[config.mk]
export PLATFORM = sky130hd
export DESIGN_NAME = four_pole_resonant_lowpass_unit
export DESIGN_NICKNAME = d
export VERILOG_FILES = /design/src/sv/fprl_pkg.sv /design/src/sv/four_pole_resonant_lowpass_unit.sv
export VERILOG_INCLUDE_DIRS = /design/src /design/src/sv
export SDC_FILE = /design/constraint.sdc
export NUM_CORES = 2
export LEC_CHECK = 0
export BUFFER_PORTS_ARGS = -buffer_cell sky130_fd_sc_hd__buf_4
export CAP_MARGIN = 5
export CORE_UTILIZATION = 50
export CTS_BUF_LIST = sky130_fd_sc_hd__clkbuf_4 sky130_fd_sc_hd__clkbuf_8
export DETAILED_ROUTE_END_ITERATION = 12
export PLACE_DENSITY = 0.7
export SLEW_MARGIN = 30
export SYNTH_ARGS = -nofsm -noshare
export SYNTH_HDL_FRONTEND = slang
export SYNTH_SLANG_ARGS = --single-unit
[constraint.sdc]
create_clock -name clk -period 17.8 [get_ports clk]
set_input_delay 1.78 -clock clk [delete_from_list [all_inputs] [get_ports clk]]
set_output_delay 1.78 -clock clk [all_outputs]
set_load 0.01 [all_outputs]
[src/sv/four_pole_resonant_lowpass_unit_macros.svh]
// Assertion helpers shared by the filter RTL.
`ifndef FOUR_POLE_RESONANT_LOWPASS_UNIT_MACROS_SVH
`define FOUR_POLE_RESONANT_LOWPASS_UNIT_MACROS_SVH

// Antecedent and consequent in the same cycle.
`define FPRL_ASSERT_SAME(lbl, ante, cons, msg) \
  lbl: assert property (@(posedge clk) disable iff (rst) (ante) |-> (cons)) else $error(msg);

// Consequent in the cycle after the antecedent.
`define FPRL_ASSERT_NEXT(lbl, ante, cons, msg) \
  lbl: assert property (@(posedge clk) disable iff (rst) (ante) |=> (cons)) else $error(msg);

`endif

[src/sv/fprl_pkg.sv]
package fprl_pkg;

  localparam int SAMPLE_W  = 24;
  localparam int COEF_W    = 32;
  localparam int DELAY_W   = 48;
  localparam int COEF_FRAC = COEF_W - 4;
  localparam int PROD_W    = SAMPLE_W + COEF_W;
  localparam int T1_W      = PROD_W - COEF_FRAC;
  localparam int T4_W      = T1_W + 2;
  localparam int T6_W      = T1_W + 3;
  localparam int YSUM_W    = DELAY_W + 1;
  localparam int ACC_W     = DELAY_W + 2;
  localparam int NUM_DELAY = 4;
  localparam int REG_IDX_W = 3;
  localparam int STEP_W    = 3;

  typedef logic [REG_IDX_W-1:0] reg_idx_t;
  localparam reg_idx_t REG_GAIN = 3'd0;
  localparam reg_idx_t REG_FB1  = 3'd1;
  localparam reg_idx_t REG_FB2  = 3'd2;
  localparam reg_idx_t REG_FB3  = 3'd3;
  localparam reg_idx_t REG_FB4  = 3'd4;

  typedef logic [STEP_W-1:0] step_t;
  localparam step_t STEP_IDLE  = 3'd0;
  localparam step_t STEP_MUL_X = 3'd1;
  localparam step_t STEP_Y     = 3'd2;
  localparam step_t STEP_MUL_F = 3'd3;
  localparam step_t STEP_ACC0  = 3'd4;
  localparam step_t STEP_ACC1  = 3'd5;
  localparam step_t STEP_ACC2  = 3'd6;
  localparam step_t STEP_ACC3  = 3'd7;

  typedef enum logic [2:0] {
    COEF_GAIN,
    COEF_FB1,
    COEF_FB2,
    COEF_FB3,
    COEF_FB4
  } coef_sel_t;

  typedef enum logic {
    OPB_X,
    OPB_Y
  } opb_sel_t;

  typedef enum logic [1:0] {
    TAP_T1,
    TAP_T4,
    TAP_T6
  } tap_sel_t;

  typedef enum logic [1:0] {
    JMP_NEXT,
    JMP_WAIT_IN,
    JMP_WAIT_OUT,
    JMP_GOTO
  } jmp_t;

  typedef struct packed {
    logic      mul_en;
    coef_sel_t coef_sel;
    opb_sel_t  opb_sel;
    logic      y_load;
    logic      d_wr;
    logic [1:0] d_idx;
    tap_sel_t  tap_sel;
    jmp_t      jmp;
    step_t     target;
  } ctrl_word_t;

  // Microprogram: one control word per step.
  function automatic ctrl_word_t ucode(input step_t s);
    ctrl_word_t w;
    w = '0;
    w.jmp = JMP_NEXT;
    unique case (s)
      STEP_IDLE: begin
        w.jmp = JMP_WAIT_IN;
      end
      STEP_MUL_X: begin
        w.mul_en   = 1'b1;
        w.coef_sel = COEF_GAIN;
        w.opb_sel  = OPB_X;
      end
      STEP_Y: begin
        w.y_load = 1'b1;
        w.jmp    = JMP_WAIT_OUT;
      end
      STEP_MUL_F: begin
        w.mul_en   = 1'b1;
        w.coef_sel = COEF_FB1;
        w.opb_sel  = OPB_Y;
      end
      STEP_ACC0: begin
        w.mul_en   = 1'b1;
        w.coef_sel = COEF_FB2;
        w.opb_sel  = OPB_Y;
        w.d_wr     = 1'b1;
        w.d_idx    = 2'd0;
        w.tap_sel  = TAP_T4;
      end
      STEP_ACC1: begin
        w.mul_en   = 1'b1;
        w.coef_sel = COEF_FB3;
        w.opb_sel  = OPB_Y;
        w.d_wr     = 1'b1;
        w.d_idx    = 2'd1;
        w.tap_sel  = TAP_T6;
      end
      STEP_ACC2: begin
        w.mul_en   = 1'b1;
        w.coef_sel = COEF_FB4;
        w.opb_sel  = OPB_Y;
        w.d_wr     = 1'b1;
        w.d_idx    = 2'd2;
        w.tap_sel  = TAP_T4;
      end
      STEP_ACC3: begin
        w.d_wr    = 1'b1;
        w.d_idx   = 2'd3;
        w.tap_sel = TAP_T1;
        w.jmp     = JMP_GOTO;
        w.target  = STEP_IDLE;
      end
      default: begin
        w.jmp    = JMP_GOTO;
        w.target = STEP_IDLE;
      end
    endcase
    return w;
  endfunction

endpackage

[src/sv/four_pole_resonant_lowpass_unit.sv]
// Input beats are taken only in the idle step; the shared 32x24 multiplier then runs
// five products in series, gain first, sequenced by an 8-step microprogram. The output
// step registers the saturated sum and holds while the output is back-pressured.
// Reset (rst, synchronous, active high) clears the delay sums, the coefficient registers,
// the program step and the output valid; no clearing pass is needed.
`include "four_pole_resonant_lowpass_unit_macros.svh"

module four_pole_resonant_lowpass_unit (
  input  logic                                clk,
  input  logic                                rst,
  // Input stream. tdata: sample_in [23:0]
  input  logic                                s_axis_tvalid,
  output logic                                s_axis_tready,
  input  logic [fprl_pkg::SAMPLE_W-1:0]       s_axis_tdata,
  // Output stream. tdata: sample_out [23:0]
  output logic                                m_axis_tvalid,
  input  logic                                m_axis_tready,
  output logic [fprl_pkg::SAMPLE_W-1:0]       m_axis_tdata,
  // Coefficient write port: 0 gain, 1..4 feedback one to four.
  input  logic                                cfg_we,
  input  logic [fprl_pkg::REG_IDX_W-1:0]      cfg_index,
  input  logic [fprl_pkg::COEF_W-1:0]         cfg_data
);

  localparam int SW = fprl_pkg::SAMPLE_W;
  localparam int CW = fprl_pkg::COEF_W;
  localparam int DW = fprl_pkg::DELAY_W;
  localparam int PW = fprl_pkg::PROD_W;
  localparam int FR = fprl_pkg::COEF_FRAC;
  localparam int T1W = fprl_pkg::T1_W;
  localparam int T4W = fprl_pkg::T4_W;
  localparam int T6W = fprl_pkg::T6_W;
  localparam int YW = fprl_pkg::YSUM_W;
  localparam int AW = fprl_pkg::ACC_W;

  // Saturate the output sum to the sample range.
  function automatic logic [SW-1:0] sat_sample(input logic [YW-1:0] v);
    logic [SW-1:0] r;
    if ((v[YW-1:SW-1] == '0) || (v[YW-1:SW-1] == '1)) begin
      r = v[SW-1:0];
    end else if (v[YW-1]) begin
      r = {1'b1, {(SW-1){1'b0}}};
    end else begin
      r = {1'b0, {(SW-1){1'b1}}};
    end
    return r;
  endfunction

  // Saturate an accumulated delay sum to the delay range.
  function automatic logic [DW-1:0] sat_delay(input logic [AW-1:0] v);
    logic [DW-1:0] r;
    if ((v[AW-1:DW-1] == '0) || (v[AW-1:DW-1] == '1)) begin
      r = v[DW-1:0];
    end else if (v[AW-1]) begin
      r = {1'b1, {(DW-1){1'b0}}};
    end else begin
      r = {1'b0, {(DW-1){1'b1}}};
    end
    return r;
  endfunction

  // Sequencer and control word.
  fprl_pkg::step_t      step;
  fprl_pkg::step_t      step_next;
  fprl_pkg::ctrl_word_t ctrl;

  logic in_acc;
  logic out_free;
  logic y_go;

  // Coefficients.
  logic [CW-1:0] gain;
  logic [CW-1:0] fb1;
  logic [CW-1:0] fb2;
  logic [CW-1:0] fb3;
  logic [CW-1:0] fb4;

  // Datapath.
  logic [SW-1:0]        x_r;
  logic [SW-1:0]        y_r;
  logic signed [CW-1:0] mul_a;
  logic signed [SW-1:0] mul_b;
  logic signed [PW-1:0] mul_res;
  logic [PW-1:0]        prod;
  logic [T1W-1:0]       prod_hi;
  logic [PW+2:0]        six_p;
  logic [T1W-1:0]       tap1;
  logic [T4W-1:0]       tap4;
  logic [T6W-1:0]       tap6;
  logic [T6W-1:0]       tap_mux;
  logic [DW-1:0]        d [fprl_pkg::NUM_DELAY];
  logic [DW-1:0]        d_in;
  logic [1:0]           d_rd_idx;
  logic [YW-1:0]        y_sum;
  logic [SW-1:0]        y_sat;
  logic [AW-1:0]        acc_sum;
  logic [DW-1:0]        acc_sat;

  // Next step: each step either falls through, waits on a handshake, or jumps.
  always_comb begin
    step_next = step;
    unique case (ctrl.jmp)
      fprl_pkg::JMP_NEXT:     step_next = step + fprl_pkg::step_t'(1);
      fprl_pkg::JMP_WAIT_IN:  step_next = in_acc ? step + fprl_pkg::step_t'(1) : step;
      fprl_pkg::JMP_WAIT_OUT: step_next = out_free ? step + fprl_pkg::step_t'(1) : step;
      fprl_pkg::JMP_GOTO:     step_next = ctrl.target;
      default:                step_next = fprl_pkg::STEP_IDLE;
    endcase
  end

  // Control decode from the program table. No input beat is taken while in reset.
  always_comb begin
    ctrl          = fprl_pkg::ucode(step);
    s_axis_tready = (ctrl.jmp == fprl_pkg::JMP_WAIT_IN) && !rst;
    in_acc        = s_axis_tvalid && s_axis_tready;
    out_free      = !m_axis_tvalid || m_axis_tready;
    y_go          = ctrl.y_load && out_free;
  end

  // Shared multiplier operands.
  always_comb begin
    unique case (ctrl.coef_sel)
      fprl_pkg::COEF_GAIN: mul_a = gain;
      fprl_pkg::COEF_FB1:  mul_a = fb1;
      fprl_pkg::COEF_FB2:  mul_a = fb2;
      fprl_pkg::COEF_FB3:  mul_a = fb3;
      fprl_pkg::COEF_FB4:  mul_a = fb4;
      default:             mul_a = '0;
    endcase
    mul_b = (ctrl.opb_sel == fprl_pkg::OPB_X) ? x_r : y_r;
  end

  assign mul_res = mul_a * mul_b;

  // Product scaled down to sample units; taking the top bits is a floor.
  assign prod_hi = prod[PW-1:FR];

  // 6*P = 4*P + 2*P, formed exactly before scaling.
  assign six_p = {prod[PW-1], prod, 2'b00} + {{2{prod[PW-1]}}, prod, 1'b0};

  // Output sum: gain tap plus the first delay sum.
  assign y_sum = {{(YW-T1W){prod_hi[T1W-1]}}, prod_hi} + {d[0][DW-1], d[0]};
  assign y_sat = sat_sample(y_sum);

  // Accumulate step: tap + feedback product + following delay sum (zero for the last).
  always_comb begin
    unique case (ctrl.tap_sel)
      fprl_pkg::TAP_T1: tap_mux = {{(T6W-T1W){tap1[T1W-1]}}, tap1};
      fprl_pkg::TAP_T4: tap_mux = {{(T6W-T4W){tap4[T4W-1]}}, tap4};
      fprl_pkg::TAP_T6: tap_mux = tap6;
      default:          tap_mux = '0;
    endcase
    d_rd_idx = ctrl.d_idx + 2'd1;
    d_in     = (ctrl.d_idx == 2'd3) ? '0 : d[d_rd_idx];
  end

  assign acc_sum = {{(AW-T6W){tap_mux[T6W-1]}}, tap_mux}
                 + {{(AW-T1W){prod_hi[T1W-1]}}, prod_hi}
                 + {{(AW-DW){d_in[DW-1]}}, d_in};
  assign acc_sat = sat_delay(acc_sum);

  // Control state, coefficients and delay sums.
  always_ff @(posedge clk) begin
    if (rst) begin
      step          <= fprl_pkg::STEP_IDLE;
      m_axis_tvalid <= 1'b0;
      gain          <= '0;
      fb1           <= '0;
      fb2           <= '0;
      fb3           <= '0;
      fb4           <= '0;
      for (int i = 0; i < fprl_pkg::NUM_DELAY; i++) begin
        d[i] <= '0;
      end
    end else begin
      step <= step_next;
      if (y_go) begin
        m_axis_tvalid <= 1'b1;
      end else if (m_axis_tready) begin
        m_axis_tvalid <= 1'b0;
      end
      if (cfg_we) begin
        unique case (cfg_index)
          fprl_pkg::REG_GAIN: gain <= cfg_data;
          fprl_pkg::REG_FB1:  fb1  <= cfg_data;
          fprl_pkg::REG_FB2:  fb2  <= cfg_data;
          fprl_pkg::REG_FB3:  fb3  <= cfg_data;
          fprl_pkg::REG_FB4:  fb4  <= cfg_data;
          default: ;
        endcase
      end
      if (ctrl.d_wr) begin
        d[ctrl.d_idx] <= acc_sat;
      end
    end
  end

  // Payload registers.
  always_ff @(posedge clk) begin
    if (in_acc) begin
      x_r <= s_axis_tdata;
    end
    if (ctrl.mul_en) begin
      prod <= mul_res;
    end
    if (y_go) begin
      y_r          <= y_sat;
      m_axis_tdata <= y_sat;
      tap1         <= prod_hi;
      tap4         <= prod[PW-1:FR-2];
      tap6         <= six_p[PW+2:FR];
    end
  end

  `FPRL_ASSERT_NEXT(a_accept_starts, in_acc, step == fprl_pkg::STEP_MUL_X, "program not started")
  `FPRL_ASSERT_SAME(a_out_from_y, $rose(m_axis_tvalid), $past(step) == fprl_pkg::STEP_Y, "stray beat")
  `FPRL_ASSERT_NEXT(a_hold_y, step == fprl_pkg::STEP_Y && !out_free, $stable(step), "output step left")
  `FPRL_ASSERT_NEXT(a_last_wraps, step == fprl_pkg::STEP_ACC3, step == fprl_pkg::STEP_IDLE, "no wrap")

endmodule
[Word-level counts from Yosys, hierarchy flattened]
Memory sizes are Yosys's and may differ from the RTL's.
Cells that the tools add are included.
Storage, ports and cells
  memories: 1
  register bits: 357
  RAM bits: 192
  input bits: 64
  output and inout port bits: 26
Memory list
  d: depth 4, bits a word 48, rd ports 2, clocked after Yosys merged registers in 0, write ports 4, RTL line four_pole_resonant_lowpass_unit.sv:91  | logic [DW-1:0] d [fprl_pkg::NUM_DELAY];
Cells by class
  eq/ne operators: 25
  multipliers: 1
  multiplexer cells: 25
  add/subtract/negate cells: 6
  reductions and logical operators: 23
Operator list (count)
  48-bit two-way mux: 4
  32-bit one-hot mux with 5 select lines: 1
  31-bit one-hot mux with 3 select lines: 1
  24-bit two-way mux: 3
  58-bit by 57-bit adder with 59-bit output: 1
  32-bit by 24-bit multiplier with 56-bit output: 1
  28-bit by 48-bit adder with 49-bit output: 1
  32-bit by 48-bit adder with 49-bit output: 1
  48-bit OR reduction: 1
  31-bit by 28-bit adder with 32-bit output: 1
  26-bit equality test, second input constant: 1
  26-bit zero test: 1
  5-bit one-hot mux with 5 select lines: 1
  3-bit equality test, second input constant: 7
  5-bit one-hot mux with 4 select lines: 1
  3-bit by 2-bit equality test with 1-bit output, second input constant: 6
  3-bit zero test: 4
  3-bit one-hot mux with 4 select lines: 1
  2-bit AND reduction: 6
  3-bit by 1-bit equality test with 1-bit output, second input constant: 3
  1-bit two-way mux: 9
  2-bit equality test, second input constant: 4
  3-bit two-way mux: 2
  2-bit one-hot mux with 3 select lines: 1
  10 further kinds: 18

[Longest topological paths before layout]
  word-level depth: 10
  depth in mapped cells: 37

[Worst setup path before layout]
OpenSTA, ideal clock, no wires.
  kind: reg2reg
  start: reg step[0]
  end: reg prod[54] (data pin)
  arrival: 8976 ps
  stages on the path, launching flop included: 36
  path buffers: 4
  path slack: 8561 ps
  cell sequence: dfxtp_1 > inv_1 > ha_1 > clkbuf_1 > o21a_1 > nor3_1 > clkbuf_1 > clkbuf_1 > mux2i_1 > clkbuf_1 > nor2_1 > fa_1 > inv_1 > fa_1 > inv_1 > fa_1 > inv_1 > fa_1 > inv_1 > fa_1 > fa_1 > inv_1 > fa_1 > inv_1 > ha_1 > a21oi_1 > o21bai_1 > a2111oi_0 > nor3_1 > o311a_1 > o31ai_1 > a21oi_1 > o31ai_2 > o21ai_1 > a221oi_1 > xnor2_1
Between the ends
  cells in the longest elaborated chain, start to end: 5
  elaborated cells between the ends (all ways): 14
  classes of those cells: mul: 1; eq/ne: 9; mux: 3; reduce/logical: 1
RTL lines
  start, declared: RTL line four_pole_resonant_lowpass_unit.sv:63  | fprl_pkg::step_t step;
  start signal, assigned: RTL line four_pole_resonant_lowpass_unit.sv:165  | step <= fprl_pkg::STEP_IDLE;
  start signal, assigned: RTL line four_pole_resonant_lowpass_unit.sv:176  | step <= step_next;
  3-bit equality test (tied with other cells): RTL line fprl_pkg.sv:77  | unique case (s)
  5-bit one-hot mux with 5 select lines (*): RTL line fprl_pkg.sv:77
  3-bit equality test (tied with other cells): RTL line four_pole_resonant_lowpass_unit.sv:122  | unique case (ctrl.coef_sel)
  32-bit one-hot mux with 5 select lines: RTL line four_pole_resonant_lowpass_unit.sv:122
  32-bit by 24-bit multiplier with 56-bit output (*): RTL line four_pole_resonant_lowpass_unit.sv:133  | assign mul_res = mul_a * mul_b;
  named net mul_res[54]: RTL line four_pole_resonant_lowpass_unit.sv:83  | logic signed [PW-1:0] mul_res;
  end signal, assigned: RTL line four_pole_resonant_lowpass_unit.sv:204  | prod <= mul_res;
  end, declared: RTL line four_pole_resonant_lowpass_unit.sv:84  | logic [PW-1:0] prod;
The timed path passes the listed nets; every way through them passes the cells marked *.
A chain may end at the register's enable or synchronous reset.

[Worst setup path after layout]
Ends and elaborated chain as after synthesis.

==> qor.yml <==
grt_overflow_total: 0
most_frequent_cp_cell: "fa_1"
timing.final.setup_violations: 0
fin_cells: 7495
synth.avg_cell_area_um2: 9.49
crit_path_class: "flop to flop"
grt_start_max_net_pins: 101
num_io_pins: 90
timing.critical_path.from: "step[0]$_SDFFE_PP0P_"
r2r.worst_path.cells: 33
area_delta_synth_final_pct: 7.64
final_max_slew_viol_count: 0
drtIter0Drc: 4409
setup_tns_after_final_layout_ns: 0
drive_gt1_share_pct: 7.70
final_cell_area_um2: 61000
final-seq-area_um2: 14000
reg2reg_to: "prod[54]$_DFFE_PN_"
num-nets-final: 7124
synth.top_cell.area_share_pct: 29.4
synth_seq_cells: 520
post-synth-top-area-cell: "fa_1"
worstReg2RegStart: "step[0]$_SDFFE_PP0P_"
most-common-layout-cells: "985 x nand2_1, 866 x inv_1, 833 x fa_1"
routedWlPerCell_um: 22.5
drt_pass1_iterations: 6
grt_usage_pct: 30.0
postSynth.asyncResetShare_pct: 0
place_ws_ns: 7.03
clk_root_buffer_cell: "clkbuf_8"
synth_cell_type_count: 85
number_of_global_route_vias_before_repair: 45600
achievable-frequency_ghz: 0.0916
worst_skew_pair.late_latency_ns: 0.85
tightestPinTransition_ns: 1.04
dr_total_vias: 44300
min_clock_period_post_route_ns: 10.92
routabilityCongestion: 0.952
drt_drc_violations_left: 0
synth.net_count: 7171
synthesis.yosys.warnings: 0
dp_cells: 7321
end_kind: "flop"
rsz_0062_raised_after_global_routing: "no"
clock_path_buffers: 3
hold_buffers: 0
netlist_top_cells_area: "fa_1 29%, edfxtp_1 19%, ha_1 6.7%, nand2_1 6.5%, dfxtp_1 5.8%"
cts_resized: 0
cellPowerDensity_nw_per_um2: 151
worst_clock_skew_ns: 0.0875
vdd_ir_drop_max_v: 0.000247
final_hold_viol_count: 0
clock-sinks: 520
worst_path_buf_inv: 8
floorplan.initialDensity_pct: 50.4
max_stage_delay_ns: 0.69
p_leak_nw: 26.7
sequential_area_share_after_synthesis_pct: 24.7
fin_total_pwr_mw: 9.20
drtAntennaViolNets: 0
cp_data_arrival_time_ns: 11.47
required_time_worst_endpoint_ns: 18.35
maxCapViolCount: 0
timing.hold.worst.class: "flop to flop"
global_route_wire_length_before_repair_um: 264000
cpMaxStageDelayCell: "nand4_1"
clk_pin_slew_worst_paths_ns: 0.06
h_tree_level_count: 3
postLayoutSetupSlackWorst_ns: 6.88
multi_input_logic_area_um2: 38400
mostFrequentLayoutCell: "nand2_1"
synth-edff-count: 356
rows: 123
avgViaCountPerCell: 5.91
synthCells: 5969
final_clock_period_utilization_by_the_worst_path_pct: 61.3
cts_tree: "done"
cell_area_synth_um2: 56600
numCtsBuffers: 95
critical_path_depth: 33
timing.slew.headroom_pct: 29.1
buffer_ports.inserted: 89
worst-r2r-setup-slack_ns: 6.88
floorplan.die_area_um2: 115000
ys_dominant_reg_cell: "edfxtp_1"
die_y_um: 339
cts_setup_buffers: 0
fill_cells: 10000
run_status: "complete, no violations"
initial_antenna_violation_count: 4
cp_max_fo: 40
floorplan.core_area_um2: 112000
crit_family: "adder cells"
chip_width_um: 339
endpoint: "prod[54]$_DFFE_PN_"
cp_launch_type: "flop"
post_dp_cell_area_um2: 58900
postRouteWirelength_um: 168000
dp.final_hpwl_um: 128000
logic make-up after synthesis:
family | share of synthesized area (%)
buffers and inverters | 7.98
flip-flops | 24.7
multiplexers | 3.29
XOR/XNOR | 2.57
AND/OR/NAND/NOR | 14.0
AO/OA/AOI/OAI | 11.3
adder cells (fa/ha/maj) | 36.2
cells in the mapped netlist (101+ instances only):
master and n:
a31oi_1 165, inv_1 866, xnor2_1 102, fa_1 833, a21o_1 101, clkbuf_1 267, o21ai_0 115, ha_1 305
dfxtp_1 164, nand2_1 986, edfxtp_1 356, a21oi_1 348, nor2_1 397, nor2b_1 102
worst min-delay path by stage:
stage                     startpoint                     to  slack [ns]  cells past startpoint
2_1_floorplan    fb1[0]$_SDFFE_PP0P_    fb1[0]$_SDFFE_PP0P_        0.44                      2
3_3_place_gp    fb1[20]$_SDFFE_PP0P_   fb1[20]$_SDFFE_PP0P_        0.44                      2
3_5_place_dp     fb1[7]$_SDFFE_PP0P_    fb1[7]$_SDFFE_PP0P_        0.45                      2
4_1_cts          fb2[6]$_SDFFE_PP0P_    fb2[6]$_SDFFE_PP0P_        0.45                      2
5_1_grt        gain[22]$_SDFFE_PP0P_  gain[22]$_SDFFE_PP0P_        0.47                      2
6_report        fb1[29]$_SDFFE_PP0P_   fb1[29]$_SDFFE_PP0P_        0.45                      2
state kept, by name, indices dropped and copies added, names as in the netlist:
register and count:
y_r 24, tap6 30, fb1 32, prod 56, fb3 32, fb4 32
tap1 28, step 3, tap4 2, x_r 24, fb2 32, d 192
m_axis_tvalid 1, gain 32
tightest hold or removal path, delay by kind of cell (launching register included):
kind / cells / cell delay (ns)
AO/OA/AOI/OAI: 1 / 0.05
AND/OR/NAND/NOR: 1 / 0.05
flip-flops: 1 / 0.31
routing by layer:
layer / vias up / GRT usage [%] / share of wire (%)
li1: 19600 / - / -
met1: 22100 / 39.7 / 39
met2: 2176 / 46.9 / 45
met3: 431 / 6.56 / 10
met4: 2 / 14.4 / 5.3
met5: - / 0 / 0.0053
metrics by stage:
| step | util [%] | hold slack (ns) |
|---|---|---|
| floorplan | - | 0.436 |
| CTS | 54.2 | 0.455 |
| global route | 54.2 | 0.469 |
| global placement | 52.3 | 0.441 |
| finish | 54.3 | 0.453 |
| detailed placement | 52.4 | 0.446 |
power breakdown:
part / total, mW / switching, mW / internal [mW]
Clock: 1.25 / 0.578 / 0.668
Combinational: 6.13 / 4.05 / 2.09
Sequential: 1.82 / 0.194 / 1.63
Total: 9.20 / 4.82 / 4.38
area by class of cell:
| cell class | instances | share of cell area [%] |
|---|---|---|
| multi-input combinational | 4262 | 63.1 |
| sequential | 520 | 22.9 |
| inverter | 868 | 5.35 |
| tap | 1500 | 3.08 |
| clock buffer | 115 | 2.45 |
| timing repair buffer | 175 | 2.27 |
| clock inverter | 50 | 0.854 |
| antenna | 5 | 0.0205 |
(Power assumes the default switching activity.)
